===== src/hdl/scgb_pkg.sv =====
`timescale 1ns / 1ps
`default_nettype none

package scgb_pkg;

    // Field and register widths
    localparam int W_SIZE   = 14;
    localparam int W_POS    = 13;
    localparam int W_SKIP   = 8;
    localparam int W_BYTE   = 8;
    localparam int W_IDX    = 8;
    localparam int W_SUM    = 27;
    localparam int W_CNT    = 19;
    localparam int W_MEAN   = 8;
    localparam int W_CFG_IX = 2;

    // Serial divider used to rebuild the position trackers
    localparam int W_DVD    = 20;
    localparam int W_DVC    = $clog2(W_DVD);

    // Grid defaults
    localparam int GRID_WIDE_DEF = 16;
    localparam int GRID_HIGH_DEF = 9;

    // Register reset values and limits
    localparam logic [W_SIZE-1:0] WIDTH_RST    = 14'd1920;
    localparam logic [W_SIZE-1:0] HEIGHT_RST   = 14'd1080;
    localparam logic [W_SKIP-1:0] SKIP_RST     = 8'd32;
    localparam logic [W_SIZE-1:0] SIZE_MAX_PIX = 14'd8192;
    localparam logic [W_CNT-1:0]  COUNT_MAX    = 19'h7FFFF;

    typedef enum logic [W_CFG_IX-1:0] {
        CFG_FRAME_WIDTH  = 2'd0,
        CFG_FRAME_HEIGHT = 2'd1,
        CFG_SKIP         = 2'd2
    } t_cfg_idx;

    // Which tracker a divider run rebuilds
    typedef enum logic [1:0] {
        DV_XM = 2'd0,
        DV_YM = 2'd1,
        DV_XB = 2'd2,
        DV_YB = 2'd3
    } t_div_sel;

    typedef enum logic [3:0] {
        S_BOOT_CLR,
        S_IDLE,
        S_CLR,
        S_WRAP,
        S_DIV_GO,
        S_DIV_RUN,
        S_PX_RD,
        S_PX_WR,
        S_ADJ,
        S_RD_ISSUE,
        S_RD_DATA,
        S_MEAN,
        S_OUT
    } t_state;

    // One bucket of the accumulator memory
    typedef struct packed {
        logic [W_SUM-1:0] red;
        logic [W_SUM-1:0] green;
        logic [W_SUM-1:0] blue;
        logic [W_CNT-1:0] count;
    } t_bucket;

    typedef struct packed {
        logic     in_ready;
        logic     pos_clear;
        logic     clr_step;
        logic     wrap;
        logic     div_start;
        t_div_sel div_sel;
        logic     resync_done;
        logic     px_issue;
        logic     px_write;
        logic     adjust;
        logic     rd_issue;
        logic     rd_live;
        logic     rd_capture;
        logic     mean_step;
        logic     out_load;
    } t_cmd;

    typedef struct packed {
        logic in_valid;
        logic in_op;
        logic in_fs;
        logic held_op;
        logic dirty;
        logic clr_last;
        logic div_done;
        logic adj_need;
        logic mean_last;
        logic out_free;
    } t_sts;

endpackage

`default_nettype wire


===== src/hdl/scgb_ctrl.sv =====
`timescale 1ns / 1ps
`default_nettype none

module scgb_ctrl import scgb_pkg::*; (
    input  wire  i_clk,
    input  wire  i_rst_n,
    input  t_sts i_sts,
    output t_cmd o_cmd
);

    t_state   r_state, n_state;
    t_div_sel r_div_sel, n_div_sel;

    // State registers
    always_ff @(posedge i_clk) begin
        if (!i_rst_n) begin
            r_state   <= S_BOOT_CLR;
            r_div_sel <= DV_XM;
        end else begin
            r_state   <= n_state;
            r_div_sel <= n_div_sel;
        end
    end

    // Next state and commands
    always_comb begin
        n_state   = r_state;
        n_div_sel = r_div_sel;
        o_cmd     = '0;
        o_cmd.div_sel = r_div_sel;
        unique case (r_state)
            S_BOOT_CLR: begin
                o_cmd.clr_step = 1'b1;
                if (i_sts.clr_last) n_state = S_IDLE;
            end
            S_IDLE: begin
                o_cmd.in_ready = 1'b1;
                if (i_sts.in_valid) begin
                    if (i_sts.in_fs) begin
                        o_cmd.pos_clear = 1'b1;
                        n_state = S_CLR;
                    end else if (i_sts.in_op) begin
                        o_cmd.rd_issue = 1'b1;
                        o_cmd.rd_live  = 1'b1;
                        n_state = S_RD_DATA;
                    end else if (i_sts.dirty) begin
                        n_state = S_WRAP;
                    end else begin
                        o_cmd.px_issue = 1'b1;
                        n_state = S_PX_WR;
                    end
                end
            end
            S_CLR: begin
                o_cmd.clr_step = 1'b1;
                if (i_sts.clr_last) n_state = i_sts.held_op ? S_RD_ISSUE : S_PX_RD;
            end
            S_WRAP: begin
                o_cmd.wrap = 1'b1;
                n_div_sel  = DV_XM;
                n_state    = S_DIV_GO;
            end
            S_DIV_GO: begin
                o_cmd.div_start = 1'b1;
                n_state = S_DIV_RUN;
            end
            S_DIV_RUN: begin
                if (i_sts.div_done) begin
                    unique case (r_div_sel)
                        DV_XM: n_div_sel = DV_YM;
                        DV_YM: n_div_sel = DV_XB;
                        DV_XB: n_div_sel = DV_YB;
                        DV_YB: n_div_sel = DV_YB;
                        default: n_div_sel = DV_XM;
                    endcase
                    if (r_div_sel == DV_YB) begin
                        o_cmd.resync_done = 1'b1;
                        n_state = S_PX_RD;
                    end else begin
                        n_state = S_DIV_GO;
                    end
                end
            end
            S_PX_RD: begin
                o_cmd.px_issue = 1'b1;
                n_state = S_PX_WR;
            end
            S_PX_WR: begin
                o_cmd.px_write = 1'b1;
                n_state = i_sts.adj_need ? S_ADJ : S_IDLE;
            end
            S_ADJ: begin
                if (i_sts.adj_need) o_cmd.adjust = 1'b1;
                else n_state = S_IDLE;
            end
            S_RD_ISSUE: begin
                o_cmd.rd_issue = 1'b1;
                n_state = S_RD_DATA;
            end
            S_RD_DATA: begin
                o_cmd.rd_capture = 1'b1;
                n_state = S_MEAN;
            end
            S_MEAN: begin
                o_cmd.mean_step = 1'b1;
                if (i_sts.mean_last) n_state = S_OUT;
            end
            S_OUT: begin
                if (i_sts.out_free) begin
                    o_cmd.out_load = 1'b1;
                    n_state = S_IDLE;
                end
            end
            default: n_state = S_IDLE;
        endcase
    end

    // Read-modify-write of a bucket always completes in the following cycle
    a_px_rmw: assert property (@(posedge i_clk) disable iff (!i_rst_n)
        o_cmd.px_issue |=> o_cmd.px_write)
        else $error("pixel read not followed by its write");

endmodule

`default_nettype wire


===== config.mk =====
export PLATFORM = sky130hd
export DESIGN_NAME = scgb_ctrl
export DESIGN_NICKNAME = d
export VERILOG_FILES = /design/src/hdl/scgb_pkg.sv /design/src/hdl/scgb_ctrl.sv
export SDC_FILE = /design/constraint.sdc
export NUM_CORES = 1
export LEC_CHECK = 0
export BUFFER_PORTS_ARGS = -buffer_cell sky130_fd_sc_hd__buf_2
export CORE_MARGIN = 3
export CORE_UTILIZATION = 45
export DETAILED_ROUTE_END_ITERATION = 8
export PLACE_DENSITY = 0.75
export SETUP_SLACK_MARGIN = 0.5
export SYNTH_ARGS = -nofsm -noshare
export SYNTH_HDL_FRONTEND = slang
export SYNTH_SLANG_ARGS = --single-unit

===== constraint.sdc =====
create_clock -name i_clk -period 2 [get_ports i_clk]
set_input_delay 0.3 -clock i_clk [delete_from_list [all_inputs] [get_ports i_clk]]
set_output_delay 0.3 -clock i_clk [all_outputs]
set_load 0.005 [all_outputs]

* After elaboration in Yosys (flattened, before gate mapping) *
Cells that the tools add are included.

cells by class
  eq/ne operators = 22
  muxes and demuxes = 43
  reductions and logical operators = 7

operators with widths
  cell                                            number
  one-hot mux 4 bit (13 select lines)             1
  two-way mux 4 bit                               11
  == test 4 bit (second input constant)           5
  two-way mux 1 bit                               20
  == test 4 x 3 -> 1 bit (second input constant)  4
  inequality test 2 bit (second input constant)   7
  two-way mux 2 bit                               6
  == test 4 x 2 -> 1 bit (second input constant)  2
  AND reduction 7 bit                             1
  one-hot mux 2 bit (3 select lines)              1
  == test 2 bit (second input constant)           2
  == test 4 x 1 -> 1 bit (second input constant)  1
  zero test 4 bit                                 1
  one-hot mux 1 bit (2 select lines)              2
  one-hot mux 2 bit (2 select lines)              1
  OR reduction 2 bit                              2
  two-way mux 3 bit                               1
  == test 2 x 1 -> 1 bit (second input constant)  1
  zero test 2 bit                                 1
  AND reduction 2 bit                             1
  nonzero test 2 bit                              1

storage, ports and cells
  register bits = 6
  bits of input ports = 12
  output and inout bits = 16
  logic and storage cells = 74

* Depth between registers and ports, before layout *
Gate-level depths: netlist (run 1).

  depth in word-level cells = 5
  mapped depth = 6
  mapped depth without buffers = 4

* Worst setup path before layout (run 1) *
Ideal clock, no wire load.

  path type = reg-to-output
  start = reg r_state[0]
  end = out o_cmd[4] in the netlist's numbering
  arrival = 1.403 ns
  slack = 0.297 ns
  stages on the path, launching flop included = 6
  cell sequence = dfxtp_1 > buf_4 > or4b_4 > nor3b_2 > and2_1 > o21bai_1

RTL lines
  item                    RTL line         RTL
  start, declared         scgb_ctrl.sv:11  t_state r_state, n_state;
  start signal, assigned  scgb_ctrl.sv:20  r_state <= n_state;
  end, declared           scgb_ctrl.sv:8   output t_cmd o_cmd

* Worst setup path in the final report (run 1) *
  start = reg r_state[2]
  end = reg r_state[3]

on the way
  cells in the longest elaborated chain, start to end = 3

ends and longest elaborated chain
  item                                                  RTL line         RTL
  == test 4 x 1 -> 1 bit, or another cell as far along  scgb_ctrl.sv:31  unique case (r_state)
  inequality test 2 bit (no line)                       --
  AND reduction 7 bit (no line)                         --

Parallel ways exist; a longest one is shown, timed or not.
A chain may end at the register's enable or synchronous reset.

==> impl_results.md, run 1 <==
- Status: complete, but fails checks
- Failing checks: setup timing
- Longest Clk Path Bufs: 2
- Synth cell types: 37
- IO Port Bufs: 27
- Final Setup Violations: 4
- CP Class: flop to flop
- Achievable Freq: 493 MHz
- Mapped cell area: 642 µm²
- Leakage: 0.483 nW
- DIE HEIGHT: 43.8 µm
- Placed Area: 796 µm²
- Via total after detailed routing: 876
- Starting Density: 0.528
- Final nets: 143
- Worst Hold Class: primary input to flop
- Synth Register Bits: 6
- Kind of start point of the critical path: flop
- Final Cycle Share: 1.01
- Sequential share of the synthesized area: 0.187
- Initial antenna violation count: 0
- Cell Pwr Density: 1160 nW/µm²
- Clk Latency, worst-skew pair: 260 ps
- Post-route ant nets: 0
- Mapped Cells: 86
- CTS Buf Count: 3
- Die ar.: 1920 µm²
- Post-synth EDFFs: 0
- TritonCTS clock tree: yes
- Main flop type after synthesis: dfxtp_1
- Tightest Pin Transition: 390 ps
- Worst Skew: 3.87 ps
- Htree depth: 1
- Drt wl/cell: 18.3 µm
- Top post-synthesis cells by area: dfxtp_1 (19%), nor3_1 (5.5%), nor2_1 (5.3%), a2111oi_4 (4.3%), nand2_1 (4.1%)
- Yosys top cell area share: 0.187
- DP Wirelength: 1440 µm
- Initial drt markers: 31
- Area leader, netlist: dfxtp_1
- Slew Limit Fails: 0
- Syn Area/Cell: 7.46 µm²
- Initial DRT Pass Iterations: 4
- Final Wtd Congestion: 0.832
- Max_cap viols: 0
- Root buffer cell: clkbuf_4
- Vias per cell: 6.13
- Vias in the first global route: 760
- Area growth from synthesis to layout: 66.5%
- Place WS: 258 ps
- Final WL: 2620 µm
- PnR worst setup slack: -28.1 ps
- RSZ-0062 raised after global routing: true
- Synth top cells by count: nor2_1 (9), nand2_1 (7), nor3_1 (7), dfxtp_1 (6), inv_1 (5)
- FP Rows: 12
- Endpoints failing hold: 0
- Ant. Diodes: 0
- Core ar.: 1220 µm²
- Fraction of layout cells with a size suffix above 1: 0.535
- Yosys Warn Count: 0
- Clock-pin slew on the worst setup and hold paths: 50 ps
- Gr ovfl total: 0
- Worst setup EP type: flop
- Die span in x: 43.8 µm
- Min Clock Period, post-route: 2030 ps
- GRT Total Usage: 0.254
- Share of flip-flops with an asynchronous set or reset: 0
- CP required: 2160 ps
- Largest net degree at the start of global routing: 19
- CTS Hold Bufs: 0
- Post-route cell area: 1070 µm²
- CP Max Fanout: 3
- Slew headroom: 0.740
- Clock Sinks: 6
- Global-route wire length before repair: 3610 µm
- CP arrival: 2190 ps
- I/O Pins: 28
- DRC viols: 0
- Max IR drop VDD: 0.000564 V
- Syn nets: 98
- Most frequent cell after synthesis: nor2_1
-- cells by family (layout without fill, tap and decap cells) --
family,count (synthesis),after routing,share of synthesized area
AOI/OAI and AO/OA,22,22,0.269
DFF,6,6,0.187
and+or+nand+nor,45,45,0.429
muxes,2,2,0.0312
buffers and inverters,11,54,0.0838
-- worst max-delay path: stages, from the launching register on --
cell and delay [ps]:
dfxtp_1 310, or4b_4 570, nor3b_2 190, buf_4 130, buf_4 100, buf_4 100, buf_4 90, buf_4 90
buf_4 90, a211oi_1 50, o31ai_2 220
-- final cells by class --
class | instances | area (µm²)
fillers | 63 | 148
repair buffers | 46 | 324
well taps | 14 | 17.5
multi-input cells | 69 | 564
clock buffers | 3 | 22.5
inverters | 5 | 18.8
flip-flops and latches | 6 | 121
-- flip-flops by register name (all words and copies together) (netlist names) --
register / count
r_div_sel: 2
r_state: 4
-- per-layer routing --
layer	up-vias	share of wire	GRT usage	wire length, µm
met5	-	0	0	0
met4	0	0.028	0.120	74
met3	9	0.058	0.0373	151
met2	38	0.52	0.410	1360
met1	426	0.39	0.327	1030
li1	403	-	-	-
-- path summary, 6_finish.rpt --
kind | start | endpoint | slack (ps) | cells past startpoint
setup / recovery | r_state[2] | r_state[3] | -30 | 10
hold / removal | i_rst_n | r_state[0] | 360 | 2
setup reg to reg | r_state[2] | r_state[3] | -30 | 10
hold reg to reg | r_div_sel[0] | r_div_sel[1] | 550 | 2
-- timing repair --
| item | CTS | global route |
|---|---|---|
| setup buffers | 8 | 7 |
| setup endpoints to repair | 16 | 18 |
| gates resized for setup | 14 | 17 |
| pin swaps | 5 | 3 |
| endpoints found under the hold margin | 0 | 0 |
| cloned | 0 | 0 |
-- where the power goes --
group          internal, mW  switching, mW  total [mW]  leakage [nW]
Clock                0.0686         0.0540       0.123        0.0138
Combinational         0.469          0.476       0.944         0.420
Sequential            0.151         0.0192       0.170        0.0493
-- metrics by stage --
step / util / hold WS, ps / TNS (ps) / power (mW) / instances
finish: 0.879 / 358 / -78.3 / 1.24 / 143
global route: 0.879 / 346 / -382 / 1.32 / 143
global placement: 0.654 / 518 / 0 / 0.751 / 125
CTS: 0.776 / 350 / -13.4 / 1.03 / 136
detailed placement: 0.654 / 535 / 0 / 0.764 / 125
floorplan: - / 442 / 0 / 0.615 / 86
-- layout by cell type (no fill, tap or decap), types with 4 or more instances in the layout --
cell type  synthesis  routed
nand2b_4           0       4
nand2_1            7       6
nor2_1             9       8
buf_4              1       9
buf_6              1       9
inv_1              5       5
o21ai_1            3       4
dfxtp_1            6       5
buf_2              1      27
(Power assumes the default switching activity.)
==> run 2, diff against run 1 <==
--- a/config.mk
+++ b/config.mk
@@ -5,12 +5,14 @@
 export SDC_FILE = /design/constraint.sdc
 export NUM_CORES = 1
 export LEC_CHECK = 0
+export ABC_AREA = 1
 export BUFFER_PORTS_ARGS = -buffer_cell sky130_fd_sc_hd__buf_2
-export CORE_MARGIN = 3
-export CORE_UTILIZATION = 45
+export CORE_MARGIN = 10
+export CORE_UTILIZATION = 44
 export DETAILED_ROUTE_END_ITERATION = 8
-export PLACE_DENSITY = 0.75
+export PLACE_DENSITY = 0.76
 export SETUP_SLACK_MARGIN = 0.5
+export SKIP_LAST_GASP = 1
 export SYNTH_ARGS = -nofsm -noshare
 export SYNTH_HDL_FRONTEND = slang
 export SYNTH_SLANG_ARGS = --single-unit
==> impl_results.md, run 2 <==
- Status: complete, no violations
- Ant. Diodes: 0 (unchanged)
- Starting Density: 0.457 (-0.0711)
- Met2 WL: 1040 µm (-24%)
- Min Clock Period, post-route: 1560 ps (-463 ps)
- CP required: 1700 ps (-460 ps)
- Longest Clk Path Bufs: 2 (unchanged)
- Slew headroom: 0.847 (+0.107)
- Mapped cell area: 587 µm² (-8.6%)
- PnR worst setup slack: 435 ps (+463 ps)
- M1 wire length: 893 µm (-13%)
- Kind of start point of the critical path: flop
- DIE HEIGHT: 56.5 µm (+29%)
- Final Setup Violations: 0 (-4)
- Synth cell types: 20 (-46%)
- Largest Register: r_state
- GRT Total Usage: 0.127 (-0.127)
- CP Max Fanout: 7 (+4)
- I/O Pins: 28 (unchanged)
- Root buffer cell: clkbuf_4
- Final WL: 2130 µm (-19%)
- Final Wtd Congestion: 0.952 (+14%)
- RSZ-0062 raised after global routing: true
- Clock share of power: 0.121 (+0.022)
- Endpoints failing hold: 0 (unchanged)
- IO Port Bufs: 27 (unchanged)
- Final nets: 163 (+14%)
- Non-Filler Instances: 164 (+15%)
- CTS Buf Count: 3 (unchanged)
- Sequential share of the synthesized area: 0.205 (+0.0176)
- Pint: 470 µW (-32%)
- Area growth from synthesis to layout: 47.1%
- Tightest Pin Transition: 229 ps (-161 ps)
- Main flop type after synthesis: dfxtp_1
- Die span in x: 56.5 µm (+29%)
- Initial antenna violation count: 0 (unchanged)
- Achievable Freq: 639 MHz (+30%)
- Placed Area: 733 µm² (-7.9%)
- Hold WS: 329 ps (-28.5 ps)
- Max_cap viols: 0 (unchanged)
- Worst Skew: 7.34 ps (+3.48 ps)
- Gr ovfl total: 0 (unchanged)
- Cell Pwr Density: 1080 nW/µm² (-6.6%)
- CTS Hold Bufs: 0 (unchanged)
- Top post-synthesis cells by area: dfxtp_1 (20%), nand2_1 (19%), nor2_1 (13%), inv_1 (11%), nand3_1 (6.8%)
- Clk Latency, worst-skew pair: 250 ps (about the same)
- R2R setup slack: 540 ps (+570 ps)
- FP Rows: 13 (+1)
- Syn nets: 124 (+27%)
- DP Wirelength: 1570 µm (+8.6%)
- Core ar.: 1280 µm² (+5.7%)
- Yosys top cell area share: 0.205 (+0.0176)
- Number of flip-flops in the largest register: 4 (unchanged)
- Switching power: 464 µW (-16%)
- Worst Hold Class: primary input to flop
- Synth top cells by count: nand2_1 (29), nor2_1 (20), inv_1 (17), nand3_1 (8)
- Drt wl/cell: 13.0 µm (-29%)
- Initial drt markers: 47 (+52%)
- Combinational Power Share: 0.638 (-0.125)
- Slew Limit Fails: 0 (unchanged)
- Top sig layer: met4
- Mapped Cells: 112 (+30%)
- Area leader, netlist: dfxtp_1
- Largest net degree at the start of global routing: 8 (-11)
- Synth Register Bits: 6 (unchanged)
- Place WS: 520 ps (+261 ps)
- Most frequent cell after synthesis: nand2_1
- Syn Area/Cell: 5.24 µm² (-30%)
- Yosys Warn Count: 0 (unchanged)
- Htree depth: 1 (unchanged)
- Worst setup EP type: output pin
- DRC viols: 0 (unchanged)
- Die ar.: 3190 µm² (+67%)
- Dpl cells: 153 (+22%)
- TritonCTS clock tree: yes
- Post-route cell area: 863 µm² (-19%)
- Switching share of power: 0.497 (+0.0531)
- Leakage: 0.508 nW (+5.1%)
- Clock Sinks: 6 (unchanged)
- CP arrival: 1260 ps (-930 ps)
- Biggest regs: r_state: 4 flops, r_div_sel: 2 flops
- Global-route wire length before repair: 3510 µm (-2.7%)
- Via total after detailed routing: 879 (+0.34%)
- Commonest cells after routing, fill and taps aside: nand2_1 (27), buf_2 (27), inv_1 (15), nor2_1 (14)
- Final Cycle Share: 0.782 (-0.232)
- Clock-pin slew on the worst setup and hold paths: 50 ps (about the same)
- Seq pwr share: 0.241 (+0.104)
- Vias in the first global route: 827 (+8.8%)
- Vias per cell: 5.36 (-13%)
- Final setup TNS: 0 ps (+78.3 ps)
- Post-synth EDFFs: 0 (unchanged)
- Share of flip-flops with an asynchronous set or reset: 0 (unchanged)
- Met3 Wirelength: 179 µm (+19%)
- Initial DRT Pass Iterations: 4 (unchanged)
- Max IR drop VDD: 0.000571 V (+1.3%)
- CP Class: flop to output pin
- Post-route ant nets: 0 (unchanged)
- Fraction of layout cells with a size suffix above 1: 0.409 (-0.125)
## run 2: path summary, 6_finish.rpt
| check | startpoint | to | cells after the start |
|---|---|---|---|
| setup / recovery | r_state[0] | o_cmd[4] | 5 |
| hold / removal | i_rst_n | r_state[0] | 3 |
| setup reg to reg | r_state[0] | r_state[3] | 9 |
| hold reg to reg | r_div_sel[1] | r_div_sel[0] | 2 |
## run 2: cells by family (layout without fill, tap and decap cells)
group	Yosys count	after routing	synth area share
and+or+nand+nor	72	72	0.539
buffers and inverters	22	59	0.147
AOI/OAI and AO/OA	12	12	0.109
DFF	6	6	0.205
## run 2: layer usage
| metal | global-route usage | up-vias |
|---|---|---|
| li1 | - | 432 |
| met4 | 0.0481 | 0 |
| met2 | 0.207 | 56 |
| met1 | 0.149 | 387 |
| met3 | 0.0404 | 4 |
| met5 | 0 | - |
## run 2: timing repair
action | in CTS | in global routing
pin swaps | 4 | 4
cloned | 0 | 0
hold endpoints to repair | 0 | 0
buffers inserted | 7 | 1
gates resized for setup | 16 | 5
setup endpoints to repair | 9 | 11
## run 2: final cells by class
cell class	instances	area, µm²
Fill cell	117	422
Clock buffer	3	22.5
Sequential cell	6	133
Tap cell	15	18.8
Timing Repair Buffer	35	195
Multi-Input combinational cell	84	415
Inverter	21	78.8
## run 2: critical path, stage by stage, from the launching register on
cell and delay (ps):
dfxtp_4 390, inv_2 50, nor2_2 130, nand4_1 150
o22ai_1 150, buf_2 140
## run 2: per-stage QoR
step	total power, mW	utilization
2_1_floorplan	0.528	-
3_3_place_gp	0.663	0.571
3_5_place_dp	0.662	0.571
4_1_cts	0.892	0.660
5_1_grt	1.01	0.672
6_report	0.933	0.672
## run 2: power groups by stage
stage,Sequential [mW],Clock (mW),Combinational [mW]
floorplan,0.185,0,0.343
detailed placement,0.206,0,0.456
CTS,0.219,0.114,0.559
global route,0.229,0.120,0.657
finish,0.225,0.113,0.596
global placement,0.204,0,0.459
==> run 3, diff against run 2 <==
--- a/config.mk
+++ b/config.mk
@@ -8,9 +8,9 @@
 export ABC_AREA = 1
 export BUFFER_PORTS_ARGS = -buffer_cell sky130_fd_sc_hd__buf_2
 export CORE_MARGIN = 10
-export CORE_UTILIZATION = 44
+export CORE_UTILIZATION = 40
 export DETAILED_ROUTE_END_ITERATION = 8
-export PLACE_DENSITY = 0.76
+export PLACE_DENSITY = 0.72
 export SETUP_SLACK_MARGIN = 0.5
 export SKIP_LAST_GASP = 1
 export SYNTH_ARGS = -nofsm -noshare
==> constraint.sdc (replaced) <==
create_clock -name i_clk -period 1.37 [get_ports i_clk]
set_input_delay 0.2055 -clock i_clk [delete_from_list [all_inputs] [get_ports i_clk]]
set_output_delay 0.2055 -clock i_clk [all_outputs]
set_load 0.005 [all_outputs]
==> impl_results.md, run 3 (synthesis results as in run 2) <==
- Root buffer cell: clkbuf_4
- Post-route ant nets: 0 (unchanged)
- Htree depth: 1 (unchanged)
- Fraction of layout cells with a size suffix above 1: 0.580 (+0.170)
- Failing checks: setup timing
- Die ar.: 3400 µm² (+6.4%)
- Achievable Freq: 640 MHz
- Largest net degree at the start of global routing: 9 (+1)
- Worst Skew: 4.09 ps (-3.26 ps)
- Area growth from synthesis to layout: 80.4%
- PnR worst setup slack: -193 ps (-629 ps)
- Largest Register: r_state
- CP arrival: 1360 ps (+100 ps)
- Worst Hold Class: primary input to flop
- Min Clock Period, post-route: 1560 ps
- GRT Total Usage: 0.138 (+0.0111)
- Total Power: 1.87 mW (+100%)
- Clock-pin slew on the worst setup and hold paths: 50 ps (about the same)
- Hold WS: 218 ps (-112 ps)
- Cell Pwr Density: 1760 nW/µm² (+63%)
- Status: complete, but fails checks
- Commonest cells after routing, fill and taps aside: buf_2 (27), nand2_1 (20), inv_1 (12), buf_4 (12), nor2_1 (10)
- Final Setup Violations: 11 (+11)
- Biggest regs: r_state: 4 flops, r_div_sel: 2 flops
- Slew Limit Fails: 0 (unchanged)
- CTS Buf Count: 3 (unchanged)
- Initial antenna violation count: 0 (unchanged)
- Final Wtd Congestion: 0.865 (-9.1%)
- DRC viols: 0 (unchanged)
- Ant. Diodes: 0 (unchanged)
- Initial DRT Pass Iterations: 4 (unchanged)
- Gr ovfl total: 0 (unchanged)
- Post-layout util: 0.784 (+0.112)
- TritonCTS clock tree: yes
- Die span in x: 58.3 µm (+3.1%)
- Endpoints failing hold: 0 (unchanged)
- Vias in the first global route: 897 (+8.5%)
- Place WS: -2.25 ps (-522 ps)
- RSZ-0062 raised after global routing: true
- Worst setup EP type: output pin
- Leading cell type in the layout, fill and taps excluded: buf_2
- Longest Clk Path Bufs: 2 (unchanged)
- CP Class: flop to output pin
- Via total after detailed routing: 989 (+13%)
- DP Wirelength: 1610 µm (+3.0%)
- Leakage: 0.575 nW (+13%)
- DIE HEIGHT: 58.3 µm (+3.1%)
- Kind of start point of the critical path: flop
- Max IR drop VDD: 0.00107 V (+88%)
- Global-route wire length before repair: 3910 µm (+11%)
- IO Port Bufs: 27 (unchanged)
- Vias per cell: 5.75 (+7.3%)
- CP required: 1160 ps (-540 ps)
- Initial drt markers: 63 (+34%)
- I/O Pins: 28 (unchanged)
- Starting Density: 0.435 (-0.0220)
- Number of flip-flops in the largest register: 4 (unchanged)
- CTS Hold Bufs: 0 (unchanged)
- Final Cycle Share: 1.14
- Final WL: 2900 µm (+36%)
- FP Rows: 13 (unchanged)
- Final nets: 171 (+4.9%)
- Core ar.: 1350 µm² (+5.1%)
- Slew headroom: 0.836 (-0.0111)
- Tightest Pin Transition: 246 ps (+16.6 ps)
- Clk Latency, worst-skew pair: 250 ps (about the same)
- Clock Sinks: 6 (unchanged)
- Max_cap viols: 0 (unchanged)
- Drt wl/cell: 16.8 µm (+30%)
- CP Max Fanout: 5 (-2)
-- run 3: report_power, final --
group / total (mW) / internal, mW / switching, mW
sequential: 0.358 / 0.246 / 0.113
clock: 0.166 / 0.0993 / 0.0668
combinational: 1.34 / 0.595 / 0.746
-- run 3: final timing paths --
kind | start | to | slack [ps] | cells past startpoint
max | r_state[1] | o_cmd[7] | -190 | 7
min | i_rst_n | r_state[0] | 220 | 3
max reg2reg | r_state[3] | r_state[1] | -190 | 9
min reg2reg | r_div_sel[1] | r_div_sel[1] | 510 | 2
-- run 3: area by class of cell --
class                   count  area, µm²
clock buffers               3       22.5
fillers                   102        292
inverters                  21       81.3
multi-input cells          84        526
flip-flops and latches      6        140
well taps                  15       18.8
repair buffers             43        270
-- run 3: timing repair --
item                                    CTS  global route
endpoints found under the setup margin   22            22
setup buffers                             8             6
gates resized for setup                  26            22
gates cloned                              0             0
pin swaps                                 4            12
-- run 3: stage by stage --
| stage | std cells | instance area, µm² | TNS (ps) |
|---|---|---|---|
| floorplan | 112 | 618 | 0 |
| detailed placement | 155 | 776 | -2.25 |
| CTS | 166 | 933 | -274 |
| finish | 172 | 1060 | -1120 |
| global route | 172 | 1060 | -2120 |
| global placement | 155 | 776 | 0 |
-- run 3: routing by layer --
layer | share of wire | GRT usage | up-vias | routed length, µm
met5 | 0 | 0 | - | 0
met4 | 0.042 | 0.0570 | 0 | 121
met3 | 0.11 | 0.0472 | 20 | 315
met2 | 0.49 | 0.232 | 74 | 1410
met1 | 0.36 | 0.154 | 449 | 1050
li1 | - | - | 446 | -
-- run 3: worst max-delay path, stage by stage, from the launching register on --
cell and delay, ps:
dfxtp_4 360, inv_4 70, buf_6 110, nand2_8 70, nor2_4 130, nand2_2 80
o21ai_2 160, buf_2 140
